### src/mnsp_pkg.sv
`default_nettype none
// ----------------------------------------------------------------------------
// mnsp_pkg: shared types and constants for the MIDI note stream parser
// Phase encoding, result kinds and sizes used by the parser and its divider.
// ----------------------------------------------------------------------------
package mnsp_pkg;

  localparam int unsigned TickSumWidth = 32;
  localparam int unsigned BpmWidth     = 26;
  localparam logic [25:0] MicrosPerMin = 26'd60000000;

  typedef enum logic [2:0] {
    KIND_HEADER  = 3'd0,
    KIND_TEMPO   = 3'd1,
    KIND_NOTE    = 3'd2,
    KIND_BAD_MRK = 3'd3,
    KIND_END     = 3'd4
  } kind_e;

  typedef enum logic [3:0] {
    SUB_DELTA = 4'd0,
    SUB_STATUS = 4'd1,
    SUB_KEY = 4'd2,
    SUB_VEL = 4'd3,
    SUB_SKIP = 4'd4,
    SUB_MKIND = 4'd5,
    SUB_MLEN = 4'd6,
    SUB_TLEN = 4'd7,
    SUB_TDATA = 4'd8
  } sub_e;

  typedef enum logic [3:0] {
    ST_HMARK, ST_HLEN, ST_HWORDS, ST_TMARK, ST_TLEN, ST_TBODY,
    ST_DMARK, ST_DLEN, ST_DBODY, ST_ENDPEND, ST_DONE, ST_HALT, ST_DIV, ST_OUT
  } state_e;

  function automatic logic [7:0] mark_byte(input logic head, input logic [1:0] idx);
    logic [7:0] r;
    case (idx)
      2'd0: r = 8'h4d;
      2'd1: r = 8'h54;
      2'd2: r = head ? 8'h68 : 8'h72;
      default: r = head ? 8'h64 : 8'h6b;
    endcase
    return r;
  endfunction

endpackage
`default_nettype wire

### src/midi_note_stream_parser_core.sv
`default_nettype none
// ----------------------------------------------------------------------------
// midi_note_stream_parser_core: byte-serial standard MIDI file parser
// Checks chunk markers, reports header words, tempos and transposed note-ons.
// ----------------------------------------------------------------------------
// Feed the file one byte per beat on file_byte_i. A byte is accepted, its
// result (if any) goes into the output register and the next byte may
// follow at once. The exception is the last byte of an FF 51 03 tempo event
// with a nonzero tempo, in either track: 60000000 / tempo runs in a shared
// restoring divider, one quotient bit per cycle, and the input stalls through
// the divide (ST_DIV) and the result load (ST_OUT). Any byte also waits while
// an earlier result is still unclaimed downstream. After a bad chunk marker,
// or after the data track ends, all bytes are accepted and dropped until
// reset. The user must write cfg_wdata_i only while the block is idle, which
// the block does not enforce; the value adds to every reported key modulo 256.
module midi_note_stream_parser_core (
  input  wire logic        clk_i,
  input  wire logic        rst_ni,
  input  wire logic        cfg_we_i,
  input  wire logic [7:0]  cfg_wdata_i,
  input  wire logic        in_valid_i,
  output logic             in_stall_o,
  input  wire logic [7:0]  file_byte_i,
  output logic             out_valid_o,
  input  wire logic        out_stall_i,
  output logic [2:0]       result_kind_o,
  output logic [7:0]       note_key_o,
  output logic [31:0]      delta_ticks_o,
  output logic [25:0]      beats_per_minute_o,
  output logic [15:0]      file_format_o,
  output logic [15:0]      track_count_o,
  output logic [15:0]      ticks_per_quarter_o
);
  import mnsp_pkg::*;

  state_e      state_q, state_d;
  sub_e        sub_q, sub_d;
  logic [2:0]  idx_q, idx_d;      // byte index inside marker/length/words
  logic [31:0] clen_q, clen_d;
  logic [31:0] seen_q, seen_d;
  logic [27:0] vlq_q, vlq_d;
  logic [31:0] tick_q, tick_d;
  logic [7:0]  skip_q, skip_d;
  logic [31:0] gath_q, gath_d;
  logic [7:0]  key_q, key_d;
  logic [7:0]  shift_q;
  logic        lastt_q, lastt_d;  // tempo was the track's last byte
  logic        ddat_q, ddat_d;    // tempo came from the data track

  // divider
  logic [23:0] dvs_q, dvs_d;
  logic [25:0] quo_q, quo_d;
  logic [24:0] rem_q, rem_d;
  logic [4:0]  cnt_q, cnt_d;

  logic        ov_q, ov_d;
  logic [2:0]  ok_q, ok_d;
  logic [7:0]  okey_q, okey_d;
  logic [31:0] otick_q, otick_d;
  logic [25:0] obpm_q, obpm_d;
  logic [15:0] of_q, of_d, ot_q, ot_d, od_q, od_d;

  logic accept, out_free;
  logic [24:0] rem_sh;
  logic [25:0] rem_sub;

  assign out_free   = !ov_q || !out_stall_i;
  assign in_stall_o = (state_q == ST_DIV) || (state_q == ST_OUT) || !out_free;
  assign accept     = in_valid_i && !in_stall_o;

  assign rem_sh  = {rem_q[23:0], MicrosPerMin[cnt_q]};
  assign rem_sub = {1'b0, rem_sh} - {2'b0, dvs_q};

  always_ff @(posedge clk_i or negedge rst_ni) begin
    if (!rst_ni) begin
      state_q <= ST_HMARK;
      sub_q   <= SUB_DELTA;
      idx_q   <= '0;
      clen_q  <= '0;
      seen_q  <= '0;
      vlq_q   <= '0;
      tick_q  <= '0;
      skip_q  <= '0;
      gath_q  <= '0;
      key_q   <= '0;
      shift_q <= '0;
      lastt_q <= 1'b0;
      ddat_q  <= 1'b0;
      cnt_q   <= '0;
      ov_q    <= 1'b0;
    end else begin
      state_q <= state_d;
      sub_q   <= sub_d;
      idx_q   <= idx_d;
      clen_q  <= clen_d;
      seen_q  <= seen_d;
      vlq_q   <= vlq_d;
      tick_q  <= tick_d;
      skip_q  <= skip_d;
      gath_q  <= gath_d;
      key_q   <= key_d;
      lastt_q <= lastt_d;
      ddat_q  <= ddat_d;
      cnt_q   <= cnt_d;
      ov_q    <= ov_d;
      if (cfg_we_i) begin
        shift_q <= cfg_wdata_i;
      end
    end
  end

  always_ff @(posedge clk_i) begin
    dvs_q   <= dvs_d;
    quo_q   <= quo_d;
    rem_q   <= rem_d;
    ok_q    <= ok_d;
    okey_q  <= okey_d;
    otick_q <= otick_d;
    obpm_q  <= obpm_d;
    of_q    <= of_d;
    ot_q    <= ot_d;
    od_q    <= od_d;
  end

  always_comb begin
    logic        emit, body, data, last;
    logic [2:0]  kind;
    logic [32:0] tsum;
    logic [27:0] vnew;
    sub_e        sb;
    state_d = state_q; sub_d = sub_q; idx_d = idx_q; clen_d = clen_q;
    seen_d = seen_q; vlq_d = vlq_q; tick_d = tick_q; skip_d = skip_q;
    gath_d = gath_q; key_d = key_q; lastt_d = lastt_q; ddat_d = ddat_q;
    dvs_d = dvs_q; quo_d = quo_q; rem_d = rem_q; cnt_d = cnt_q;
    ok_d = ok_q; okey_d = okey_q; otick_d = otick_q; obpm_d = obpm_q;
    of_d = of_q; ot_d = ot_q; od_d = od_q;
    ov_d = ov_q && out_stall_i;
    emit = 1'b0; kind = KIND_HEADER; body = 1'b0; data = 1'b0; last = 1'b0;
    tsum = '0; vnew = '0; sb = sub_q;

    // hold the result fields at zero unless a kind fills them
    if (state_q == ST_DIV) begin
      rem_d = rem_sub[25] ? rem_sh : rem_sub[24:0];
      quo_d = {quo_q[24:0], !rem_sub[25]};
      if (cnt_q == 5'd0) state_d = ST_OUT;
      else cnt_d = cnt_q - 5'd1;
    end else if (state_q == ST_OUT) begin
      if (out_free) begin
        emit = 1'b1; kind = KIND_TEMPO;
        // return to the track body, or finish the track the tempo closed
        if (lastt_q) state_d = ddat_q ? ST_ENDPEND : ST_DMARK;
        else state_d = ddat_q ? ST_DBODY : ST_TBODY;
        idx_d = '0;
      end
    end else if (accept) begin
      case (state_q)
        ST_HMARK, ST_TMARK, ST_DMARK: begin
          if (file_byte_i == mark_byte(state_q == ST_HMARK, idx_q[1:0])) begin
            idx_d = idx_q + 3'd1;
            if (idx_q == 3'd3) begin
              idx_d = '0;
              state_d = (state_q == ST_HMARK) ? ST_HLEN :
                        (state_q == ST_TMARK) ? ST_TLEN : ST_DLEN;
            end
          end else begin
            emit = 1'b1; kind = KIND_BAD_MRK; state_d = ST_HALT;
          end
        end
        ST_HLEN: begin
          idx_d = idx_q + 3'd1;
          if (idx_q == 3'd3) begin
            idx_d = '0; state_d = ST_HWORDS;
          end
        end
        ST_HWORDS: begin
          idx_d = idx_q + 3'd1;
          if (idx_q < 3'd4) gath_d = {gath_q[23:0], file_byte_i};
          else clen_d = {16'd0, clen_q[7:0], file_byte_i};
          if (idx_q == 3'd5) begin
            emit = 1'b1; kind = KIND_HEADER;
            of_d = gath_q[31:16]; ot_d = gath_q[15:0];
            od_d = {clen_q[7:0], file_byte_i};
            clen_d = '0; idx_d = '0; state_d = ST_TMARK;
          end
        end
        ST_TLEN, ST_DLEN: begin
          clen_d = {clen_q[23:0], file_byte_i};
          idx_d = idx_q + 3'd1;
          if (idx_q == 3'd3) begin
            idx_d = '0; seen_d = '0; vlq_d = '0; sub_d = SUB_DELTA;
            if ({clen_q[23:0], file_byte_i} == 32'd0) begin
              if (state_q == ST_DLEN) begin
                emit = 1'b1; kind = KIND_END; state_d = ST_DONE;
              end else begin
                state_d = ST_DMARK;
              end
            end else begin
              state_d = (state_q == ST_DLEN) ? ST_DBODY : ST_TBODY;
            end
          end
        end
        ST_TBODY, ST_DBODY: begin
          body = 1'b1;
          data = (state_q == ST_DBODY);
        end
        ST_ENDPEND: begin
          emit = 1'b1; kind = KIND_END; state_d = ST_DONE;
        end
        default: begin
        end
      endcase
    end

    if (body) begin
      seen_d = seen_q + 32'd1;
      last = (seen_q + 32'd1) >= clen_q;
      case (sub_q)
        SUB_DELTA: begin
          vnew = {vlq_q[20:0], file_byte_i[6:0]};
          vlq_d = vnew;
          if (!file_byte_i[7]) begin
            if (data) begin
              tsum = {1'b0, tick_q} + {5'd0, vnew};
              tick_d = tsum[32] ? '1 : tsum[31:0];
            end
            vlq_d = '0; sb = SUB_STATUS;
          end
        end
        SUB_STATUS: begin
          if (file_byte_i == 8'hFF) sb = SUB_MKIND;
          else if (!data) sb = SUB_DELTA;
          else begin
            case (file_byte_i[7:4])
              4'h9: sb = SUB_KEY;
              4'h8, 4'hA, 4'hB, 4'hE: begin skip_d = 8'd2; sb = SUB_SKIP; end
              4'hC, 4'hD: begin skip_d = 8'd1; sb = SUB_SKIP; end
              default: sb = SUB_DELTA;
            endcase
          end
        end
        SUB_KEY: begin key_d = file_byte_i; sb = SUB_VEL; end
        SUB_VEL: begin
          emit = 1'b1; kind = KIND_NOTE;
          okey_d = key_q + shift_q; otick_d = tick_q;
          tick_d = '0; sb = SUB_DELTA;
        end
        SUB_SKIP: begin
          if (skip_q <= 8'd1) begin skip_d = '0; sb = SUB_DELTA; end
          else skip_d = skip_q - 8'd1;
        end
        SUB_MKIND: begin
          sb = SUB_SKIP;
          case (file_byte_i)
            8'h51: sb = SUB_TLEN;
            8'h54: skip_d = 8'd6;
            8'h58: skip_d = 8'd5;
            8'h00, 8'h59: skip_d = 8'd3;
            8'h20: skip_d = 8'd2;
            8'h2F: skip_d = 8'd1;
            default: sb = SUB_MLEN;
          endcase
        end
        SUB_MLEN: begin
          skip_d = file_byte_i;
          sb = (file_byte_i != 8'd0) ? SUB_SKIP : SUB_DELTA;
        end
        SUB_TLEN: begin
          if (file_byte_i == 8'h03) begin
            gath_d = '0; skip_d = 8'd3; sb = SUB_TDATA;
          end else begin
            skip_d = file_byte_i;
            sb = (file_byte_i != 8'd0) ? SUB_SKIP : SUB_DELTA;
          end
        end
        SUB_TDATA: begin
          gath_d = {8'd0, gath_q[15:0], file_byte_i};
          if (skip_q <= 8'd1) begin
            skip_d = '0; sb = SUB_DELTA;
            if ({gath_q[15:0], file_byte_i} == 24'd0) begin
              emit = 1'b1; kind = KIND_TEMPO; obpm_d = '0;
            end else begin
              // advance into the divider; the result comes out of ST_OUT
              dvs_d = {gath_q[15:0], file_byte_i};
              rem_d = '0; quo_d = '0; cnt_d = 5'(BpmWidth - 1);
              state_d = ST_DIV;
            end
          end else begin
            skip_d = skip_q - 8'd1;
          end
        end
        default: sb = SUB_DELTA;
      endcase
      sub_d = sb;
      lastt_d = last;
      ddat_d = data;
      if (last) begin
        vlq_d = '0;
        // a pending tempo finishes the track from ST_OUT
        if (state_d != ST_DIV) begin
          if (!data) begin
            state_d = ST_DMARK; idx_d = '0;
          end else if (emit) begin
            state_d = ST_ENDPEND;
          end else begin
            emit = 1'b1; kind = KIND_END; state_d = ST_DONE;
          end
        end
      end
    end

    if (state_q == ST_OUT && emit) obpm_d = quo_q;

    if (emit) begin
      ov_d = 1'b1;
      ok_d = kind;
      if (kind != KIND_NOTE) begin okey_d = '0; otick_d = '0; end
      if (kind != KIND_TEMPO) obpm_d = '0;
      if (kind != KIND_HEADER) begin of_d = '0; ot_d = '0; od_d = '0; end
    end
  end

  assign out_valid_o         = ov_q;
  assign result_kind_o       = ok_q;
  assign note_key_o          = okey_q;
  assign delta_ticks_o       = otick_q;
  assign beats_per_minute_o  = obpm_q;
  assign file_format_o       = of_q;
  assign track_count_o       = ot_q;
  assign ticks_per_quarter_o = od_q;

  // Input is never taken while the divider owns the sequencer.
  a_no_accept_div: assert property (@(posedge clk_i) disable iff (!rst_ni)
    (state_q == ST_DIV) |-> in_stall_o) else $error("byte accepted during divide");
  // A waiting result is never overwritten.
  a_out_hold: assert property (@(posedge clk_i) disable iff (!rst_ni)
    (out_valid_o && out_stall_i) |=> (out_valid_o && $stable(result_kind_o)))
    else $error("result lost");
  // The divider always finishes by loading the tempo result.
  a_div_done: assert property (@(posedge clk_i) disable iff (!rst_ni)
    (state_q == ST_DIV && cnt_q == 5'd0) |=> (state_q == ST_OUT))
    else $error("divider did not finish");

endmodule
`default_nettype wire

### config.mk
export PLATFORM = sky130hd
export DESIGN_NAME = midi_note_stream_parser_core
export DESIGN_NICKNAME = d
export VERILOG_FILES = /design/src/mnsp_pkg.sv /design/src/midi_note_stream_parser_core.sv
export SDC_FILE = /design/constraint.sdc
export NUM_CORES = 1
export LEC_CHECK = 0
export BUFFER_PORTS_ARGS = -buffer_cell sky130_fd_sc_hd__buf_2
export CELL_PAD_IN_SITES_DETAIL_PLACEMENT = 1
export CELL_PAD_IN_SITES_GLOBAL_PLACEMENT = 2
export CORE_MARGIN = 2
export CORE_UTILIZATION = 41
export DETAILED_ROUTE_END_ITERATION = 10
export PLACE_DENSITY_LB_ADDON = 0.15
export SLEW_MARGIN = 25
export SYNTH_ARGS = -nofsm -noshare
export SYNTH_HDL_FRONTEND = slang
export SYNTH_SLANG_ARGS = --single-unit
### constraint.sdc
create_clock -name clk_i -period 7.2 [get_ports clk_i]
set_clock_uncertainty 0.15 [all_clocks]
set_input_delay 1.08 -clock clk_i [delete_from_list [all_inputs] [get_ports clk_i]]
set_output_delay 1.08 -clock clk_i [all_outputs]
set_load 0.02 [all_outputs]
==> results of run 1 <==
==> power breakdown <==
group	switching [mW]	leakage (nW)	internal (mW)
Clock	0.941	0.732	1.35
Combinational	0.484	6.25	0.327
Sequential	0.189	4.00	2.30
==> registers in the layout, summed over array words and instances (netlist names), 26 cells and up <==
signal              count
gath_q                 32
clen_q                 32
delta_ticks_o          32
seen_q                 32
beats_per_minute_o     26
tick_q                 32
quo_q                  26
==> stage by stage <==
| stage | cells | util [%] |
|---|---|---|
| 6_report | 2917 | 47.4 |
| 5_1_grt | 2917 | 47.4 |
| 4_1_cts | 2915 | 47.4 |
| 3_5_place_dp | 2831 | 44.2 |
| 3_3_place_gp | 2830 | 44.2 |
| 2_1_floorplan | 2174 | - |
==> critical path, stage by stage, from the launching register on <==
cell,delay [ps]
dfrtp_1,430
ha_1,290
nand3_1,180
nor4_1,790
nand2_1,270
nor2_1,430
and4_1,320
nand3_1,130
xnor2_1,150
ha_1,290
nor2b_1,140
o21ai_0,150
a21oi_1,90
or3_1,330
a221oi_1,720
a21oi_1,140
nor2_1,130
buf_4,270
a22o_1,180
==> area by class of cell <==
cell class	instances	area (um2)	share of cell area, %
clock buffers	65	1360	5.98
inverters	96	360	1.59
flip-flops and latches	383	8900	39.3
diodes	1	2.50	0.0110
clock inverters	19	136	0.602
well taps	615	769	3.40
multi-input cells	1571	10200	45.0
repair buffers	167	947	4.18
==> how the worst max path moves through the flow <==
stage | start | to | slack, ps
2_1_floorplan | seen_q[0] | result_kind_o[0] | 2430
3_3_place_gp | seen_q[0] | result_kind_o[0] | 1530
3_5_place_dp | seen_q[0] | vlq_q[0] | 1600
4_1_cts | seen_q[0] | vlq_q[9] | 1520
5_1_grt | seen_q[0] | vlq_q[16] | 940
6_report | seen_q[0] | vlq_q[9] | 1540
==> layer usage <==
metal  up-vias  GRT usage (%)  share of wire (%)
met5         -              0              0.015
met1      8450           31.9                 47
met3        74           2.87                2.8
li1       8009              -                  -
met2       222           40.8                 49
met4         2           6.41                1.8
==> kinds of logic after synthesis <==
logic type | Yosys count | share of synthesized area (%)
buffers and inverters | 220 | 4.30
xor gates and xnor gates | 75 | 3.31
and+or+nand+nor | 671 | 15.6
muxes | 70 | 3.65
AOI/OAI and AO/OA | 647 | 21.4
adders and majority gates | 108 | 6.92
DFF | 383 | 44.8
==> Yosys cell counts, types with 19 or more instances <==
cell,number,area [um2]
a21o_1,33,248
a21oi_1,124,621
a22o_1,87,762
a22oi_1,31,233
a31oi_1,30,188
clkbuf_1,107,402
dfrtp_1,192,4800
dfxtp_1,164,3280
edfxtp_1,27,811
ha_1,105,1310
inv_1,95,357
mux2_2,19,214
mux2i_1,51,510
nand2_1,233,875
nand3_1,66,330
nor2_1,190,713
nor3_1,40,200
nor4_1,20,125
o21ai_0,201,1010
o31ai_1,20,150
xnor2_1,43,377
xor2_1,32,280
==> flow_summary.toml, run 1 <==
[min_path]
hold_path.class = "register to register"
min_to = "delta_ticks_o[14]"
whs_path_depth = 1
min-delay-start = "delta_ticks_o[14]"

[place]
dpl.hpwl_mm = 41.0
io_buffers = 139
place_area_um2 = 21100
place_ws_ps = 1600
place_congestion = 0.835

[timing]
hold_ws_ps = 320
drv_slew = 0
layout_setup_ws_ps = 1540
period_share_pct = 78.6
fin_crit_ps = 5660
fmax_mhz = 177
setup_viol = 0
rsz0062_at_grt = "no"
hold_viol_final = 0
slew-limit-headroom_pct = 38.2
max_slew.worst_pin.slew_ps = 913
tns_ps = 0

[clocking]
cts_made_buffers = 45
clkSinkCount = 383
htree_levels = 2
post_cts_resized = 0
cts_hold_buffers = 0
clock_path_buffers = 3
cts.clk_slew.worst_paths_ps = 60
clockRootBuffer = "clkbuf_16"
clk_latency_ps = 580
post-cts-setup-buffers = 0
cts_tree = "built"

[worst_setup_path]
crit_arrival_ps = 6020
rr_worst_depth = 18
r2r-start = "seen_q[0]"
cp-start-kind = "register"
critPathRequiredTime_ps = 7560
reg2reg_to = "vlq_q[9]"
cp_max_fo = 21
r2r_slack_ps = 1540
criticalPathCategory = "register to register"
cp-end-kind = "register"

[logic_synthesis]
ys.flop_type = "dfrtp_1"
synth_fp_nets = 2303
synth_edf_count = 27
synth_cells = 2174
ys_warn_count = 0
ys_seq_area_share_pct = 44.8
synth_cell_types = 81
synthArstFlopShare_pct = 50.1
ys_seq_elements = 383
syn-cell-area_um2 = 19800
post_synth.cell_area_avg_um2 = 9.13

[final_layout]
fin_area_um2 = 22700
layout_commonest_cell = "nand2_1"
drive_above_1_share_pct = 12.8
syn2layout_area_growth_pct = 14.2
final_cell_mix = "nand2_1, o21ai_0, dfrtp_1"
fin_nets = 2393
fillers = 5505

[grt]
grt_pass1_wl_mm = 96.7
grt_start_max_net_pins = 79
first_global_vias = 17600
overflow = 0
grt_usage_pct = 23.9
antenna_found_initial = 2

[routing]
routed_wl_mm = 59.9
dr.pass1.iters = 7
num_vias = 16800
vias_per_cell = 5.74
ant_nets = 0
wl_per_cell_um = 20.5
drcViolationCount = 0
drtIter0Drc = 908

[floorplan]
io_pins = 140
start_util_pct = 41.6
die_area_um2 = 50200
die_w_um = 224
dieHeight_um = 224
core_area_um2 = 47700
num_rows = 80

[power]
leakage_nw = 11.0
total_power_mw = 5.58
peakVddDrop_uv = 187
powerDensity_nw_per_um2 = 246

[run]
cap_viol_max_count = 0

[status]
outcome = "completed"
Power figures use the tool's default switching activity.
==> run 2, diff against run 1 <==
--- a/config.mk
+++ b/config.mk
@@ -5,11 +5,12 @@
 export SDC_FILE = /design/constraint.sdc
 export NUM_CORES = 1
 export LEC_CHECK = 0
+export ABC_AREA = 1
 export BUFFER_PORTS_ARGS = -buffer_cell sky130_fd_sc_hd__buf_2
 export CELL_PAD_IN_SITES_DETAIL_PLACEMENT = 1
 export CELL_PAD_IN_SITES_GLOBAL_PLACEMENT = 2
 export CORE_MARGIN = 2
-export CORE_UTILIZATION = 41
+export CORE_UTILIZATION = 36
 export DETAILED_ROUTE_END_ITERATION = 10
 export PLACE_DENSITY_LB_ADDON = 0.15
 export SLEW_MARGIN = 25
==> constraint.sdc (replaced) <==
create_clock -name clk_i -period 5.76 [get_ports clk_i]
set_clock_uncertainty 0.15 [all_clocks]
set_input_delay 0.864 -clock clk_i [delete_from_list [all_inputs] [get_ports clk_i]]
set_output_delay 0.864 -clock clk_i [all_outputs]
set_load 0.02 [all_outputs]
==> run 2 against run 1 <==
Compared with the run above:
- combinational power rose to 6.0 times the previous value
- synthesized cell count rose by 31%
- critical path depth rose by 10
- register-to-register slack got worse by 940 ps
- highest routed layer is now met4
- clock power rose by 36%
- sequential power rose by 62%
==> flow_summary.toml, run 2 <==
[timing]
hold_viol_final = 0
period_share_pct = 89.6
fmax_mhz = 194
max_slew.worst_pin.slew_ps = 996
rsz0062_at_grt = "no"
slew-limit-headroom_pct = 33.6
drv_slew = 0
hold_ws_ps = 196
setup_viol = 0
tns_ps = 0
fin_crit_ps = 5160

[clocking]
post-cts-setup-buffers = 0
cts.clk_slew.worst_paths_ps = 60
clockRootBuffer = "clkbuf_16"
htree_levels = 2
clock_path_buffers = 3
cts_made_buffers = 47
cts_tree = "built"
clkSinkCount = 383
cts_hold_buffers = 0
clk_latency_ps = 590
post_cts_resized = 0

[floorplan]
start_util_pct = 36.4
dieHeight_um = 248
die_area_um2 = 61600
core_area_um2 = 59000
io_pins = 140
die_w_um = 248
num_rows = 89

[grt]
grt_usage_pct = 22.4
overflow = 0
grt_pass1_wl_mm = 110
first_global_vias = 20500
grt_start_max_net_pins = 98
antenna_found_initial = 0

[logic_synthesis]
synth_edf_count = 27
yosysTopAreaCell = "dfrtp_1"
synth_cell_types = 63
synth_cells = 2855
ys_seq_area_share_pct = 41.4
ys.flop_type = "dfrtp_1"
post_synth.cell_area_avg_um2 = 7.52
ys_warn_count = 0
synth_top_area_share_pct = 22.4
synth_fp_nets = 2984
yosysMostFrequentCell = "nand2_1"
ys_seq_elements = 383
synthArstFlopShare_pct = 50.1
synthTopCellsByCount = "nand2_1, inv_1, o21ai_0"
syn-cell-area_um2 = 21500
synth_top_cells_by_area = "dfrtp_1, dfxtp_1, nand2_1, o21ai_0, ha_1"

[final_layout]
syn2layout_area_growth_pct = 14.8
drive_above_1_share_pct = 11.1
layout_commonest_cell = "nand2_1"
fin_nets = 3093
final_cell_mix = "nand2_1, inv_1, o21ai_0"
antenna_cells = 0

[power]
power.internal_mw = 6.95
powerDensity_nw_per_um2 = 487
peakVddDrop_uv = 252
clkPwrFrac_pct = 25.9
netSwitchingPower_mw = 5.07
leakage_nw = 12.1
switching_share_pct = 42.2
seqPwrFrac_pct = 33.6
p_comb_share_pct = 40.6

[routing]
drcViolationCount = 0
routed_wl_mm = 68.9
wl_per_cell_um = 18.3
vias_per_cell = 5.20
num_vias = 19600
ant_nets = 0
dr.pass1.iters = 5
drtIter0Drc = 874

[place]
place_congestion = 0.849
io_buffers = 139
dpl.hpwl_mm = 49.6

[worst_setup_path]
crit_path_end = "beats_per_minute_o[20]"
rr_worst_depth = 28
slowest_delay_ps = 420
r2r-start = "seen_q[0]"
r2r_slack_ps = 600
crit_arrival_ps = 5470
cp_max_fo = 62
cp-start-kind = "register"
cp-end-kind = "register"
path_delay_family = "simple AND/OR/NAND/NOR gates"
reg2reg_to = "beats_per_minute_o[20]"
crit_buf_inv = 4
crit_path_frequent_cell = "nand2_1"
cp.depth = 28
critPathLaunch = "seen_q[0]"
worst_path_max_delay_cell = "dfrtp_1"
criticalPathCategory = "register to register"
critPathRequiredTime_ps = 6070

[min_path]
hold_path.class = "primary input to asynchronous set/reset pin"

[run]
cap_viol_max_count = 0

[status]
outcome = "completed"
==> run 2: logic make-up (layout without fill, tap and decap cells) <==
| logic type | count (synthesis) | in the layout | share of synthesized area, % |
|---|---|---|---|
| adder cells (fa/ha/maj) | 108 | 108 | 6.40 |
| XOR/XNOR | 72 | 72 | 2.94 |
| buffers and inverters | 451 | 597 | 8.17 |
| multiplexers | 39 | 39 | 1.86 |
| flip-flops | 383 | 383 | 41.4 |
| AND/OR/NAND/NOR | 1211 | 1211 | 23.6 |
| AO/OA/AOI/OAI | 591 | 591 | 15.6 |
==> run 2: power groups by stage <==
stage	Combinational, mW	Clock (mW)	Sequential (mW)
6_report	4.88	3.11	4.03
5_1_grt	5.58	3.29	4.13
4_1_cts	4.92	3.19	4.04
3_5_place_dp	4.88	0	4.09
3_3_place_gp	4.72	0	4.07
2_1_floorplan	3.46	0	3.99
==> run 2: worst reg2reg max path: cells and delay by family (launching register included) <==
kind / cells / cell delay [ps]
flip-flops: 1 / 420
XOR/XNOR: 1 / 210
buffers and inverters: 4 / 610
AND/OR/NAND/NOR: 21 / 3180
adder cells (fa/ha/maj): 2 / 470
==> run 2: routing by layer <==
| layer | vias up | GRT usage (%) | wire length, um |
|---|---|---|---|
| li1 | 9631 | - | - |
| met1 | 9656 | 28.9 | 31700 |
| met2 | 226 | 39.0 | 33500 |
| met3 | 113 | 2.54 | 1730 |
| met4 | 0 | 7.46 | 1980 |
| met5 | - | 0 | 0 |
==> run 2: final cells by class <==
class | count | area [um2]
tap | 773 | 967
multi-input combinational | 2021 | 10900
timing repair buffer | 175 | 1010
sequential | 383 | 8900
inverter | 336 | 1260
clock inverter | 7 | 43.8
clock buffer | 79 | 1600
fill | 7318 | 34400
==> run 2: worst min path at each step <==
stage               from                     end  cells past startpoint
2_1_floorplan   quo_q[0]   beats_per_minute_o[0]                      2
3_3_place_gp   quo_q[24]  beats_per_minute_o[24]                      2
3_5_place_dp    quo_q[0]   beats_per_minute_o[0]                      2
4_1_cts           rst_ni              gath_q[27]                      1
5_1_grt           rst_ni              gath_q[24]                      1
6_report          rst_ni              gath_q[27]                      1
==> run 2: per-stage QoR <==
step                      setup slack [ps]  cells  cell area (um2)  utilization (%)  total power, mW
after floorplan                       1460   2855            21500                -             7.45
after global placement                 742   3688            23000             39.0             8.78
after detailed placement               478   3688            23000             39.0             8.97
after CTS                              427   3774            24700             41.8             12.2
after global routing                  3.41   3774            24700             41.8             13.0
final                                  601   3774            24700             41.8             12.0
==> run 3, diff against run 2 <==
--- a/config.mk
+++ b/config.mk
@@ -9,7 +9,7 @@
 export BUFFER_PORTS_ARGS = -buffer_cell sky130_fd_sc_hd__buf_2
 export CELL_PAD_IN_SITES_DETAIL_PLACEMENT = 1
 export CELL_PAD_IN_SITES_GLOBAL_PLACEMENT = 2
-export CORE_MARGIN = 2
+export CORE_MARGIN = 4
 export CORE_UTILIZATION = 36
 export DETAILED_ROUTE_END_ITERATION = 10
 export PLACE_DENSITY_LB_ADDON = 0.15
==> run 3 against run 2 <==
Compared with the run above:
- global-route usage fell by 1.0 points
- fmax is 0.62% higher
- register-to-register slack improved by 30 ps
- critical path type unchanged
- final cell count did not move
- final area decreased by 0.34%
- non-clock buffer count rose by 1
- count of clock-buffer cells in the layout shrank 6
- critical endpoint is now ticks_per_quarter_o[4]
- die area rose by 3.2%
- sequential share of layout area increased by 0.12 points
- via count decreased by 0.99%
- power is 0.89% lower
- setup slack better by 32 ps
==> flow_summary.toml, run 3 (synthesized netlist as in run 2, its figures left out) <==
[grt]
grt_start_max_net_pins = 98
first_global_vias = 20400
grt_pass1_wl_mm = 111
overflow = 0
antenna_found_initial = 0
grt_usage_pct = 21.4

[place]
dp_cells = 3689
place_ws_ps = 382
io_buffers = 139
place_congestion = 0.882
dpl.hpwl_mm = 49.8

[power]
total_power_mw = 11.9
peakVddDrop_uv = 293
powerDensity_nw_per_um2 = 485
leakage_nw = 12.0

[final_layout]
final_cells = 3774
fin_nets = 3093
drive_above_1_share_pct = 11.0
layout_commonest_cell = "nand2_1"
final_cell_mix = "nand2_1, inv_1, o21ai_0"
multiInputGateArea_um2 = 10900
antenna_cells = 0
syn2layout_area_growth_pct = 14.5
fillers = 7354
seq_area_um2 = 8900

[floorplan]
core_area_um2 = 59000
start_util_pct = 36.4
io_pins = 140
die_area_um2 = 63600
num_rows = 89
die_w_um = 252
dieHeight_um = 252

[timing]
layout_setup_ws_ps = 633
fmax_mhz = 195
rsz0062_at_grt = "no"
slew-limit-headroom_pct = 33.7
tns_ps = 0
drv_slew = 0
period_share_pct = 89.0
hold_viol_final = 0
setup_viol = 0
max_slew.worst_pin.slew_ps = 993
fin_crit_ps = 5130

[worst_setup_path]
cp-start-kind = "register"
critPathLaunch = "seen_q[0]"
cp-end-kind = "register"
criticalPathCategory = "register to register"
critPathRequiredTime_ps = 6060
r2r_slack_ps = 630
slowest_delay_ps = 430
worst_path_max_delay_cell = "dfrtp_1"
crit_path_end = "ticks_per_quarter_o[4]"
cp_max_fo = 48
reg2reg_to = "ticks_per_quarter_o[4]"
rr_worst_depth = 28
crit_arrival_ps = 5430
r2r-start = "seen_q[0]"

[routing]
vias_per_cell = 5.15
wl_per_cell_um = 18.3
dr.pass1.iters = 5
num_vias = 19400
drtIter0Drc = 1122
ant_nets = 0
routed_wl_mm = 68.9
drcViolationCount = 0

[clocking]
cts_made_buffers = 46
clock_path_buffers = 3
cts_tree = "built"
htree_levels = 2
clkSinkCount = 383
post-cts-setup-buffers = 0
clockRootBuffer = "clkbuf_16"
clk_latency_ps = 590
cts.clk_slew.worst_paths_ps = 60

[min_path]
hold_path.class = "primary input to asynchronous set/reset pin"

[run]
cap_viol_max_count = 0

[status]
outcome = "completed"
==> run 3: cell types whose count changed in the layout (fill, tap and decap cells not counted), moves of 2 or more <==
cell       change
clkinv_2       +4
clkbuf_8       -7
bufinv_16      +2
clkbuf_16      -4
clkbuf_1       +4
==> run 3: how the worst min path moves through the flow <==
stage                         start                endpoint  slack, ps  cells after the start
final                        rst_ni              gath_q[24]        180                      1
after global routing         rst_ni              gath_q[24]        260                      1
after CTS                    rst_ni              gath_q[24]        230                      1
after detailed placement  gath_q[5]               dvs_q[13]        320                      0
after global placement    quo_q[24]  beats_per_minute_o[24]        310                      2
after floorplan            quo_q[0]   beats_per_minute_o[0]        290                      2
==> run 3: layout make-up <==
cell class                      count  area share [%]
Clock buffer                       73            5.81
Clock inverter                     12           0.468
Inverter                          336            5.14
Multi-Input combinational cell   2021            44.3
Sequential cell                   383            36.2
Tap cell                          773            3.93
Timing Repair Buffer              176            4.13
==> run 3: repair_timing <==
action                     CTS  global route
hold buffers                 0             0
gates resized for setup      0             5
setup endpoints to repair    0           108
==> run 3: layer usage <==
metal	up-vias	track usage, %	part of all wire (%)
met5	-	0	0
met4	0	6.38	2.7
met3	113	2.76	2.9
met2	235	37.2	49
met1	9457	27.9	46
li1	9627	-	-
==> run 3: worst max-delay path, delay by kind of cell, from the launching register on <==
family | cells | cell delay, ps
simple gates | 20 | 3000
buf+inv | 5 | 640
fa+ha+maj | 2 | 490
flops | 1 | 430
xor+xnor | 1 | 240
==> run 3: report_power, final <==
part           switching [mW]  internal, mW
Clock                    1.20          1.79
Combinational            3.23          1.66
Sequential              0.620          3.42
Total                    5.05          6.86
==> run 3: metrics by stage <==
step	util, %	area [um2]	hold slack [ps]
final	41.7	24600	175
after floorplan	-	21500	289
after detailed placement	39.0	23000	318
after global routing	41.7	24600	261
after global placement	39.0	23000	307
after CTS	41.6	24600	235
